**src/rtl/assert_macros.svh**
```systemverilog
// Assertion helpers; each expects clk and rst_n in the enclosing scope.
`ifndef ASSERT_MACROS_SVH
`define ASSERT_MACROS_SVH

// Same-cycle implication.
`define ASSERT_IMP(label, ante, cons) \
    label: assert property (@(posedge clk) disable iff (!rst_n) (ante) |-> (cons)) \
        else $error("assertion failed");

// Next-cycle implication.
`define ASSERT_NXT(label, ante, cons) \
    label: assert property (@(posedge clk) disable iff (!rst_n) (ante) |=> (cons)) \
        else $error("assertion failed");

`endif

```
**src/rtl/sacs_pkg.sv**
```systemverilog
package sacs_pkg;

    localparam logic [2:0] OP_CREATE    = 3'd0;
    localparam logic [2:0] OP_CLEAR     = 3'd1;
    localparam logic [2:0] OP_SET       = 3'd2;
    localparam logic [2:0] OP_QUERY     = 3'd3;
    localparam logic [2:0] OP_CLOSURE   = 3'd4;
    localparam logic [2:0] OP_REMOVE    = 3'd5;
    localparam logic [2:0] OP_INTRODUCE = 3'd6;

    localparam logic [1:0] ST_OK    = 2'd0;
    localparam logic [1:0] ST_RANGE = 2'd1;
    localparam logic [1:0] ST_LIMIT = 2'd2;

    typedef struct packed {
        logic [2:0] operation;
        logic [4:0] row_index;
        logic [4:0] col_index;
        logic       edge_value;
        logic [5:0] new_count;
    } in_item_t;

    typedef struct packed {
        logic       edge_bit;
        logic [5:0] vertices_now;
        logic [1:0] status;
    } out_item_t;

endpackage

```
**src/rtl/sacs_if.sv**
```systemverilog
interface sacs_in_if import sacs_pkg::*; ();
    logic     valid;
    logic     ready;
    in_item_t data;

    modport source (output valid, output data, input ready);
    modport sink (input valid, input data, output ready);
endinterface

interface sacs_out_if import sacs_pkg::*; ();
    logic      valid;
    logic      ready;
    out_item_t data;

    modport source (output valid, output data, input ready);
    modport sink (input valid, input data, output ready);
endinterface

```
**src/rtl/symmetric_adjacency_closure_store.sv**
```systemverilog
// Channel | Dir | Payload
// req     | in  | operation, row_index, col_index, edge_value, new_count
// rsp     | out | edge_bit, vertices_now, status
//
// Rows are read and written back one at a time through a single row memory.
// Create, clear and rejected items skip the memory; query reads one row, set edge updates two.
// Remove, introduce and closure step through every row below the count.
// Reset clears the count and all row valid bits at once; no sweep.
// A stalled result holds in the output register; the next item waits in the final step.
module symmetric_adjacency_closure_store import sacs_pkg::*; #(
    parameter int MAX_VERTICES = 32
) (
    input  logic clk,
    input  logic rst_n,
    sacs_in_if.sink    req,
    sacs_out_if.source rsp
);

    localparam int AW   = $clog2(MAX_VERTICES);
    localparam int CW   = $clog2(MAX_VERTICES + 1);
    localparam int W    = MAX_VERTICES;
    localparam int CMPW = 8;

    localparam logic [2:0] S_IDLE = 3'd0;
    localparam logic [2:0] S_RD   = 3'd1;
    localparam logic [2:0] S_WR   = 3'd2;
    localparam logic [2:0] S_PRD  = 3'd3;
    localparam logic [2:0] S_PWR  = 3'd4;
    localparam logic [2:0] S_FIN  = 3'd5;

    logic [2:0]    state_reg, state_next;
    in_item_t      item_reg, item_next;
    logic [CW-1:0] cnt_reg, cnt_next;
    logic [AW-1:0] k_reg, k_next;
    logic [AW-1:0] i_reg, i_next;
    logic [W-1:0]  piv_reg, piv_next;
    logic          bit_reg, bit_next;
    logic [1:0]    stat_reg, stat_next;
    logic          out_valid_reg, out_valid_next;
    out_item_t     out_reg, out_next;

    logic          clear_all, rd_en, wr_en;
    logic [AW-1:0] rd_addr, wr_addr;
    logic [W-1:0]  wr_data, rd_data;

    logic [AW-1:0] r_a, c_a, last_a;
    logic [W-1:0]  mask_r, mask_r1, squeeze, grow;
    logic          k_last;
    logic          acc;

    sacs_row_mem #(.ROWS(MAX_VERTICES), .W(W)) u_mem (
        .clk       (clk),
        .rst_n     (rst_n),
        .clear_all (clear_all),
        .rd_en     (rd_en),
        .rd_addr   (rd_addr),
        .wr_en     (wr_en),
        .wr_addr   (wr_addr),
        .wr_data   (wr_data),
        .rd_data   (rd_data)
    );

    assign acc       = req.valid && req.ready;
    assign req.ready = (state_reg == S_IDLE);
    assign rsp.valid = out_valid_reg;
    assign rsp.data  = out_reg;

    assign r_a     = AW'(item_reg.row_index);
    assign c_a     = AW'(item_reg.col_index);
    assign last_a  = AW'(cnt_reg - CW'(1));
    assign k_last  = (k_reg == last_a);
    assign mask_r  = (W'(1) << r_a) - W'(1);
    assign mask_r1 = {mask_r[W-2:0], 1'b1};
    assign squeeze = (rd_data & mask_r) | ((rd_data >> 1) & ~mask_r);
    assign grow    = (rd_data & mask_r) | ((rd_data << 1) & ~mask_r1);

    always_comb
    begin
        rd_addr = k_reg;
        unique case (item_reg.operation)
            OP_SET:       rd_addr = (k_reg == '0) ? r_a : c_a;
            OP_QUERY:     rd_addr = r_a;
            OP_REMOVE:    rd_addr = (k_reg < r_a || k_last) ? k_reg : k_reg + AW'(1);
            OP_INTRODUCE: rd_addr = (k_reg > r_a) ? k_reg - AW'(1) : k_reg;
            default:      rd_addr = k_reg;
        endcase
        if (state_reg == S_PRD)
        begin
            rd_addr = i_reg;
        end
    end

    always_comb
    begin
        state_next     = state_reg;
        item_next      = item_reg;
        cnt_next       = cnt_reg;
        k_next         = k_reg;
        i_next         = i_reg;
        piv_next       = piv_reg;
        bit_next       = bit_reg;
        stat_next      = stat_reg;
        out_valid_next = out_valid_reg;
        out_next       = out_reg;
        clear_all      = 1'b0;
        rd_en          = 1'b0;
        wr_en          = 1'b0;
        wr_addr        = k_reg;
        wr_data        = '0;

        if (rsp.ready)
        begin
            out_valid_next = 1'b0;
        end

        unique case (state_reg)
            S_IDLE:
            begin
                if (acc)
                begin
                    item_next  = req.data;
                    bit_next   = 1'b0;
                    stat_next  = ST_OK;
                    k_next     = '0;
                    i_next     = '0;
                    state_next = S_FIN;
                    unique case (req.data.operation)
                        OP_CREATE:
                        begin
                            if (CMPW'(req.data.new_count) > CMPW'(MAX_VERTICES))
                            begin
                                stat_next = ST_RANGE;
                            end
                            else
                            begin
                                clear_all = 1'b1;
                                cnt_next  = CW'(req.data.new_count);
                            end
                        end
                        OP_CLEAR:
                        begin
                            clear_all = 1'b1;
                        end
                        OP_SET, OP_QUERY:
                        begin
                            if (CMPW'(req.data.row_index) >= CMPW'(cnt_reg) ||
                                CMPW'(req.data.col_index) >= CMPW'(cnt_reg))
                            begin
                                stat_next = ST_RANGE;
                            end
                            else
                            begin
                                state_next = S_RD;
                            end
                        end
                        OP_CLOSURE:
                        begin
                            if (cnt_reg != '0)
                            begin
                                state_next = S_PRD;
                            end
                        end
                        OP_REMOVE:
                        begin
                            if (cnt_reg == '0)
                            begin
                                stat_next = ST_LIMIT;
                            end
                            else if (CMPW'(req.data.row_index) >= CMPW'(cnt_reg))
                            begin
                                stat_next = ST_RANGE;
                            end
                            else
                            begin
                                state_next = S_RD;
                            end
                        end
                        OP_INTRODUCE:
                        begin
                            if (CMPW'(cnt_reg) >= CMPW'(MAX_VERTICES))
                            begin
                                stat_next = ST_LIMIT;
                            end
                            else if (CMPW'(req.data.row_index) > CMPW'(cnt_reg))
                            begin
                                stat_next = ST_RANGE;
                            end
                            else
                            begin
                                k_next     = AW'(cnt_reg);
                                state_next = S_RD;
                            end
                        end
                        default:
                        begin
                            stat_next = ST_OK;
                        end
                    endcase
                end
            end
            S_PRD:
            begin
                rd_en      = 1'b1;
                state_next = S_PWR;
            end
            S_PWR:
            begin
                piv_next   = rd_data;
                k_next     = '0;
                state_next = S_RD;
            end
            S_RD:
            begin
                rd_en      = 1'b1;
                state_next = S_WR;
            end
            S_WR:
            begin
                unique case (item_reg.operation)
                    OP_SET:
                    begin
                        wr_en   = 1'b1;
                        wr_addr = (k_reg == '0) ? r_a : c_a;
                        wr_data = item_reg.edge_value
                                ? rd_data | (W'(1) << ((k_reg == '0) ? c_a : r_a))
                                : rd_data & ~(W'(1) << ((k_reg == '0) ? c_a : r_a));
                        if (k_reg == '0)
                        begin
                            k_next     = AW'(1);
                            state_next = S_RD;
                        end
                        else
                        begin
                            state_next = S_FIN;
                        end
                    end
                    OP_QUERY:
                    begin
                        bit_next   = rd_data[c_a];
                        state_next = S_FIN;
                    end
                    OP_CLOSURE:
                    begin
                        wr_en   = rd_data[i_reg];
                        wr_data = rd_data | piv_reg;
                        if (!k_last)
                        begin
                            k_next     = k_reg + AW'(1);
                            state_next = S_RD;
                        end
                        else if (i_reg == last_a)
                        begin
                            state_next = S_FIN;
                        end
                        else
                        begin
                            i_next     = i_reg + AW'(1);
                            state_next = S_PRD;
                        end
                    end
                    OP_REMOVE:
                    begin
                        wr_en   = 1'b1;
                        wr_data = k_last ? '0 : squeeze;
                        if (k_last)
                        begin
                            cnt_next   = cnt_reg - CW'(1);
                            state_next = S_FIN;
                        end
                        else
                        begin
                            k_next     = k_reg + AW'(1);
                            state_next = S_RD;
                        end
                    end
                    OP_INTRODUCE:
                    begin
                        wr_en   = 1'b1;
                        wr_data = (k_reg == r_a) ? '0 : grow;
                        if (k_reg == '0)
                        begin
                            cnt_next   = cnt_reg + CW'(1);
                            state_next = S_FIN;
                        end
                        else
                        begin
                            k_next     = k_reg - AW'(1);
                            state_next = S_RD;
                        end
                    end
                    default:
                    begin
                        state_next = S_FIN;
                    end
                endcase
            end
            S_FIN:
            begin
                // hold until the output register is free
                if (!out_valid_reg || rsp.ready)
                begin
                    out_valid_next        = 1'b1;
                    out_next.edge_bit     = bit_reg;
                    out_next.vertices_now = 6'(cnt_reg);
                    out_next.status       = stat_reg;
                    state_next            = S_IDLE;
                end
            end
            default:
            begin
                state_next = S_IDLE;
            end
        endcase
    end

    always_ff @(posedge clk or negedge rst_n)
    begin
        if (!rst_n)
        begin
            state_reg     <= S_IDLE;
            cnt_reg       <= '0;
            out_valid_reg <= 1'b0;
        end
        else
        begin
            state_reg     <= state_next;
            cnt_reg       <= cnt_next;
            out_valid_reg <= out_valid_next;
        end
    end

    always_ff @(posedge clk)
    begin
        item_reg <= item_next;
        k_reg    <= k_next;
        i_reg    <= i_next;
        piv_reg  <= piv_next;
        bit_reg  <= bit_next;
        stat_reg <= stat_next;
        out_reg  <= out_next;
    end

`include "assert_macros.svh"

    `ASSERT_IMP(a_cnt_bound, 1'b1, CMPW'(cnt_reg) <= CMPW'(MAX_VERTICES))
    `ASSERT_NXT(a_acc_busy, acc, state_reg != S_IDLE)
    `ASSERT_IMP(a_wr_state, wr_en, state_reg == S_WR)
    `ASSERT_IMP(a_fin_load, state_reg == S_FIN && !out_valid_reg, state_next == S_IDLE)

endmodule

```
**src/rtl/sacs_row_mem.sv**
```systemverilog
module sacs_row_mem #(
    parameter int ROWS = 32,
    parameter int W    = 32
) (
    input  logic                    clk,
    input  logic                    rst_n,
    input  logic                    clear_all,
    input  logic                    rd_en,
    input  logic [$clog2(ROWS)-1:0] rd_addr,
    input  logic                    wr_en,
    input  logic [$clog2(ROWS)-1:0] wr_addr,
    input  logic [W-1:0]            wr_data,
    output logic [W-1:0]            rd_data
);

    logic [W-1:0]    ram [ROWS];
    logic [ROWS-1:0] valid_reg;
    logic [W-1:0]    q_reg;
    logic            q_valid_reg;

    always_ff @(posedge clk)
    begin
        if (wr_en)
        begin
            ram[wr_addr] <= wr_data;
        end
        if (rd_en)
        begin
            q_reg <= ram[rd_addr];
        end
    end

    // A row never written since the last clear reads as zero.
    always_ff @(posedge clk or negedge rst_n)
    begin
        if (!rst_n)
        begin
            valid_reg   <= '0;
            q_valid_reg <= 1'b0;
        end
        else
        begin
            if (rd_en)
            begin
                q_valid_reg <= valid_reg[rd_addr];
            end
            if (clear_all)
            begin
                valid_reg <= '0;
            end
            else if (wr_en)
            begin
                valid_reg[wr_addr] <= 1'b1;
            end
        end
    end

    assign rd_data = q_valid_reg ? q_reg : '0;

endmodule
```
**src/flat_wrapper.sv**
```systemverilog
// flat-port wrapper written by rule: the top's interface ports become plain ports
module symmetric_adjacency_closure_store_flat import sacs_pkg::*;
#(
    parameter int MAX_VERTICES = 32
)
  (clk, rst_n, req_valid, req_data, req_ready, rsp_valid, rsp_data, rsp_ready);
  sacs_in_if req_i ();
  sacs_out_if rsp_i ();
  input  logic clk;
  input  logic rst_n;
  input wire logic [$bits(req_i.valid)-1:0] req_valid;
  input wire logic [$bits(req_i.data)-1:0] req_data;
  output wire logic [$bits(req_i.ready)-1:0] req_ready;
  output wire logic [$bits(rsp_i.valid)-1:0] rsp_valid;
  output wire logic [$bits(rsp_i.data)-1:0] rsp_data;
  input wire logic [$bits(rsp_i.ready)-1:0] rsp_ready;
  assign req_i.valid = req_valid;
  assign req_i.data = req_data;
  assign req_ready = req_i.ready;
  assign rsp_valid = rsp_i.valid;
  assign rsp_data = rsp_i.data;
  assign rsp_i.ready = rsp_ready;
  symmetric_adjacency_closure_store #(.MAX_VERTICES(MAX_VERTICES)) u_core (.clk(clk), .rst_n(rst_n), .req(req_i), .rsp(rsp_i));
endmodule
```
**config.mk**
```make
export PLATFORM = sky130hd
export DESIGN_NAME = symmetric_adjacency_closure_store_flat
export DESIGN_NICKNAME = d
export VERILOG_FILES = /design/src/rtl/sacs_pkg.sv /design/src/rtl/sacs_if.sv /design/src/rtl/symmetric_adjacency_closure_store.sv /design/src/rtl/sacs_row_mem.sv /design/src/flat_wrapper.sv
export VERILOG_INCLUDE_DIRS = /design/src /design/src/rtl
export SDC_FILE = /design/constraint.sdc
export NUM_CORES = 2
export LEC_CHECK = 0
export BUFFER_PORTS_ARGS = -buffer_cell sky130_fd_sc_hd__buf_4
export CAP_MARGIN = 30
export CORE_UTILIZATION = 50
export DETAILED_ROUTE_END_ITERATION = 8
export PLACE_DENSITY = 0.65
export SETUP_SLACK_MARGIN = 0.05
export SYNTH_ARGS = -nofsm -noshare
export SYNTH_HDL_FRONTEND = slang
export SYNTH_SLANG_ARGS = --single-unit
```
**constraint.sdc**
```tcl
create_clock -name clk -period 4.9 [get_ports clk]
set_input_delay 0.49 -clock clk [delete_from_list [all_inputs] [get_ports clk]]
set_output_delay 0.49 -clock clk [all_outputs]
set_load 0.005 [all_outputs]
```
==> impl_summary.txt <==
----------------------------------------------------
[Run status]
  Run status ... finished, final reports clean

[Cells and area]
  Number of nets in the final layout ... 4,190
  Count of antenna diodes in the layout ... 0
  Commonest non-fill, non-tap cell in the layout ... sky130_fd_sc_hd__edfxtp_1
  Share of layout cells above drive strength 1 ... 13.4%
  Largest register by flop count ... u_core.u_mem.ram
  Max reg flops ... 1,024
  Area of all placed cells without fillers ... 57,700 um2
  Most used cells in the layout excluding fill and tap cells ... 1,124 x sky130_fd_sc_hd__edfxtp_1, 1,067 x sky130_fd_sc_hd__nand2_1, 282 x sky130_fd_sc_hd__nand3_1
  Layout area overhead ... 14.8%

[Worst setup path]
  Buf+Inv Stages, Crit Path ... 3
  WS Path Type ... reg2reg
  Crit path cell chain ... inv_1 > ha_1 > nor3b_1 > a21bo_2 > o2111ai_1 > nand2_1 > mux2i_1 > and3_4 > buf_12 > buf_12 > and3_1 > a311oi_2 > a31oi_1 > nand4_1
  Startpoint class of the critical path ... flip-flop
  CP max FO ... 36
  Largest delay contributor family on the critical path ... simple AND/OR/NAND/NOR gates
  Max stage delay on crit path ... 0.52 ns
  Critical path capture point type ... flip-flop
  Most used cell along the critical path ... sky130_fd_sc_hd__buf_12
  Worst path required time ... 5.33 ns
  Arr. time, crit path ... 4.93 ns
  Cell with the largest stage delay on the worst path ... sky130_fd_sc_hd__and3_4

[Global route]
  Wire length of the first global-routing pass ... 225 mm
  Number of global-route vias before repair ... 32,800
  Number of antenna violations at the first check in global routing ... 0
  All-layer global routing usage ... 30.2%
  Global-route congestion overflow total ... 0
  Maximum number of pins on one net before global-route repair ... 88

[Clocking]
  CTS Buffer Depth ... 3
  Clock-pin slew on the worst setup and hold paths ... 0.06 ns
  Clock tree from TritonCTS ... built
  Total of cells resized after clock tree synthesis ... 0
  Insertion delay of the later-clocked pin in the worst-skew pair ... 0.73 ns
  Clock buffer count from CTS ... 115
  Sink Count ... 1,167
  Root buf cell ... sky130_fd_sc_hd__clkbuf_16
  Number of H-tree branching levels ... 3

[Routing]
  Via count of the routed design ... 35,400
  Total detailed-routing wirelength ... 156 mm
  Number of violations reported at the end of detailed-routing iteration 0 ... 4,920
  Count of antenna-violating nets left after detailed routing ... 0
  WL/cell ... 28.2 um
  Detailed-router iteration count before antenna repair ... 6
  Vias per inst ... 6.41
  DR DRC count ... 0

[STA]
  Sum Neg Setup Slack ... 0 ns
  Worst Max-Slew Pin Slew ... 1.06 ns
  Max_slew headroom ... 29.0%
  Skew final ... 0.0408 ns
  Final setup viols ... 0
  Final Hold Violating Endpoints ... 0
  Max Clk Rate ... 222 MHz
  Final critical-path share of the clock period ... 91.8%
  Number of pins exceeding their max-slew limit in the final report ... 0
  Minimum clock period after layout ... 4.50 ns
  Unrepaired setup endpoints after global routing ... false
  Worst Slack Setup Final ... 0.400 ns

[Power and ir drop]
  Flop pwr share ... 34.0%
  Int Pwr ... 0.0216 W
  Part of the power in the clock network ... 25.2%
  Static Leakage ... 20.7 nW
  Share of power burned in combinational logic ... 40.8%
  Net load switching power ... 0.0145 W
  Switching share of total power ... 40.1%
  Power Dens Cells ... 626 nW/um2
  Peak VDD IR ... 0.470 mV

[Yosys]
  Syn Nets ... 4,085
  Seq cells post-synth ... 1,167
  Primary flip-flop cell chosen by synthesis mapping ... sky130_fd_sc_hd__edfxtp_1
  Post-synthesis async set-or-reset flop share ... 3.68%
  Number of cells produced by synthesis ... 4,038
  Netlist area before placement ... 50,300 um2
  Count of warnings emitted by yosys ... 0
  Number of enable flip-flop cells after synthesis ... 1,124
  Average size of a mapped cell ... 12.5 um2
  Register area share after synthesis ... 69.3%
  Synth cell types ... 84

[Place]
  HPWL reported at the end of detailed placement ... 88.1 mm
  Final weighted congestion of routability-driven global placement ... 0.973
  PortBufs ... 34
  Dpl ws ... 0.472 ns
  Area post-placement ... 53,700 um2

[Die]
  Die footprint ... 102,000 um2
  Die Span X ... 319 um
  Area inside the core boundary ... 99,000 um2
  Number of standard-cell rows in the floorplan ... 115
  Vertical die dimension ... 319 um
  Io pins ... 35
  Effective utilization at floorplan ... 50.8%

[Flow run]
  Count of maximum capacitance violations ... 0

[Worst hold path]
  Worst hold path type ... in2reg

----------------------------------------------------
## power groups by stage
stage                     Sequential (W)  Clock, W  Combinational, W
final                             0.0123   0.00912            0.0147
after global routing              0.0123   0.00954            0.0156
after CTS                         0.0123   0.00918            0.0145
after detailed placement          0.0125         0            0.0144
after global placement            0.0125         0            0.0143
after floorplan                   0.0121         0           0.00916
## cells in the mapped netlist, drive strengths merged, types with 6 or more instances
master | n | area share [%]
mux4 | 19 | 0.85
ha | 23 | 0.57
dfrtp | 43 | 2.1
o31ai | 9 | 0.13
mux2i | 86 | 1.7
xnor2 | 11 | 0.19
inv | 56 | 0.42
a31oi | 85 | 1.1
a311oi | 31 | 0.91
o22ai | 14 | 0.20
a32oi | 108 | 1.9
nand3 | 283 | 2.8
o311ai | 8 | 0.14
nor2b | 11 | 0.14
a221oi | 18 | 0.33
buf | 128 | 1.3
nor2 | 146 | 1.1
a21oi | 96 | 0.96
a21o | 20 | 0.30
a22oi | 8 | 0.12
nor4 | 7 | 0.087
or3 | 10 | 0.12
clkbuf | 146 | 1.1
o211ai | 7 | 0.10
nor3 | 36 | 0.38
xor2 | 9 | 0.16
edfxtp | 1124 | 67
a211oi | 9 | 0.16
a32o | 6 | 0.12
and3 | 75 | 0.94
nand4 | 103 | 1.3
mux2 | 6 | 0.13
nand2 | 1067 | 8.0
and2 | 8 | 0.10
o21ai | 110 | 1.1
o21a | 26 | 0.39
o221ai | 11 | 0.20
nand2b | 11 | 0.14
## layer usage
| layer | global-route usage (%) | share of wire, % | vias up | wire length (um) |
|---|---|---|---|---|
| li1 | - | - | 15300 | - |
| met1 | 42.9 | 40 | 17700 | 62000 |
| met2 | 46.3 | 46 | 2105 | 71000 |
| met3 | 5.30 | 11 | 354 | 16700 |
| met4 | 12.0 | 4.0 | 0 | 6210 |
| met5 | 0 | 0 | - | 0 |
## path summary, 6_finish.rpt
kind | startpoint | to | slack (ns) | cells past startpoint
min reg2reg | u_core.bit_reg$_SDFFCE_PN0P_ | u_core.rsp.data[8]$_DFFE_PP_ | 0.41 | 0
max | u_core.cnt_reg[1]$_DFFE_PN0P_ | u_core.u_mem.q_reg[11]$_DFFE_PP_ | 0.40 | 14
min | req_data[2] | u_core.cnt_reg[2]$_DFFE_PN0P_ | 0.07 | 3
max in group asynchronous | rst_n | u_core.u_mem.valid_reg[6]$_DFFE_PN0P_ | 4.13 | 2
max reg2reg | u_core.cnt_reg[1]$_DFFE_PN0P_ | u_core.u_mem.q_reg[11]$_DFFE_PP_ | 0.40 | 14
min in group asynchronous | rst_n | u_core.cnt_reg[4]$_DFFE_PN0P_ | 0.28 | 2
## cell type report
cell class              instances  area [um2]
fillers                      7870       41300
flip-flops and latches       1167       34800
multi-input cells            2538       14400
clock buffers                 142        2980
repair buffers                262        2730
well taps                    1287        1610
clock inverters                71         875
inverters                      59         221
## through the flow
stage               total power, W  hold slack, ns  util (%)  cells
floorplan                   0.0212           0.194         -   4038
global placement            0.0268           0.407      54.2   5292
detailed placement          0.0269           0.417      54.2   5299
CTS                         0.0359          0.0201      58.3   5526
global route                0.0375          0.0718      58.3   5526
finish                      0.0361          0.0683      58.3   5526
## worst min-delay path: stages
cell and delay (ns):
sky130_fd_sc_hd__buf_4 0.08, sky130_fd_sc_hd__a21oi_1 0.05, sky130_fd_sc_hd__o22ai_1 0.12
## kinds of logic (layout without fill, tap and decap cells)
kind of cell               count (synthesis)  count (layout)  share of synthesized area, %
buffers and inverters                    333             534                          2.87
DFF                                     1167            1167                          69.3
muxes                                    111             111                          2.71
adders and majority gates                 23              23                         0.572
and+or+nand+nor                         1778            1778                          15.4
xor gates and xnor gates                  20              20                         0.348
AOI/OAI and AO/OA                        606             606                          8.81
## what timing repair did
action                                 in CTS  in global routing
endpoints found under the hold margin      56                  0
hold buffers                               14                  0
buffers inserted                            0                  0
(Power assumes the default switching activity.)
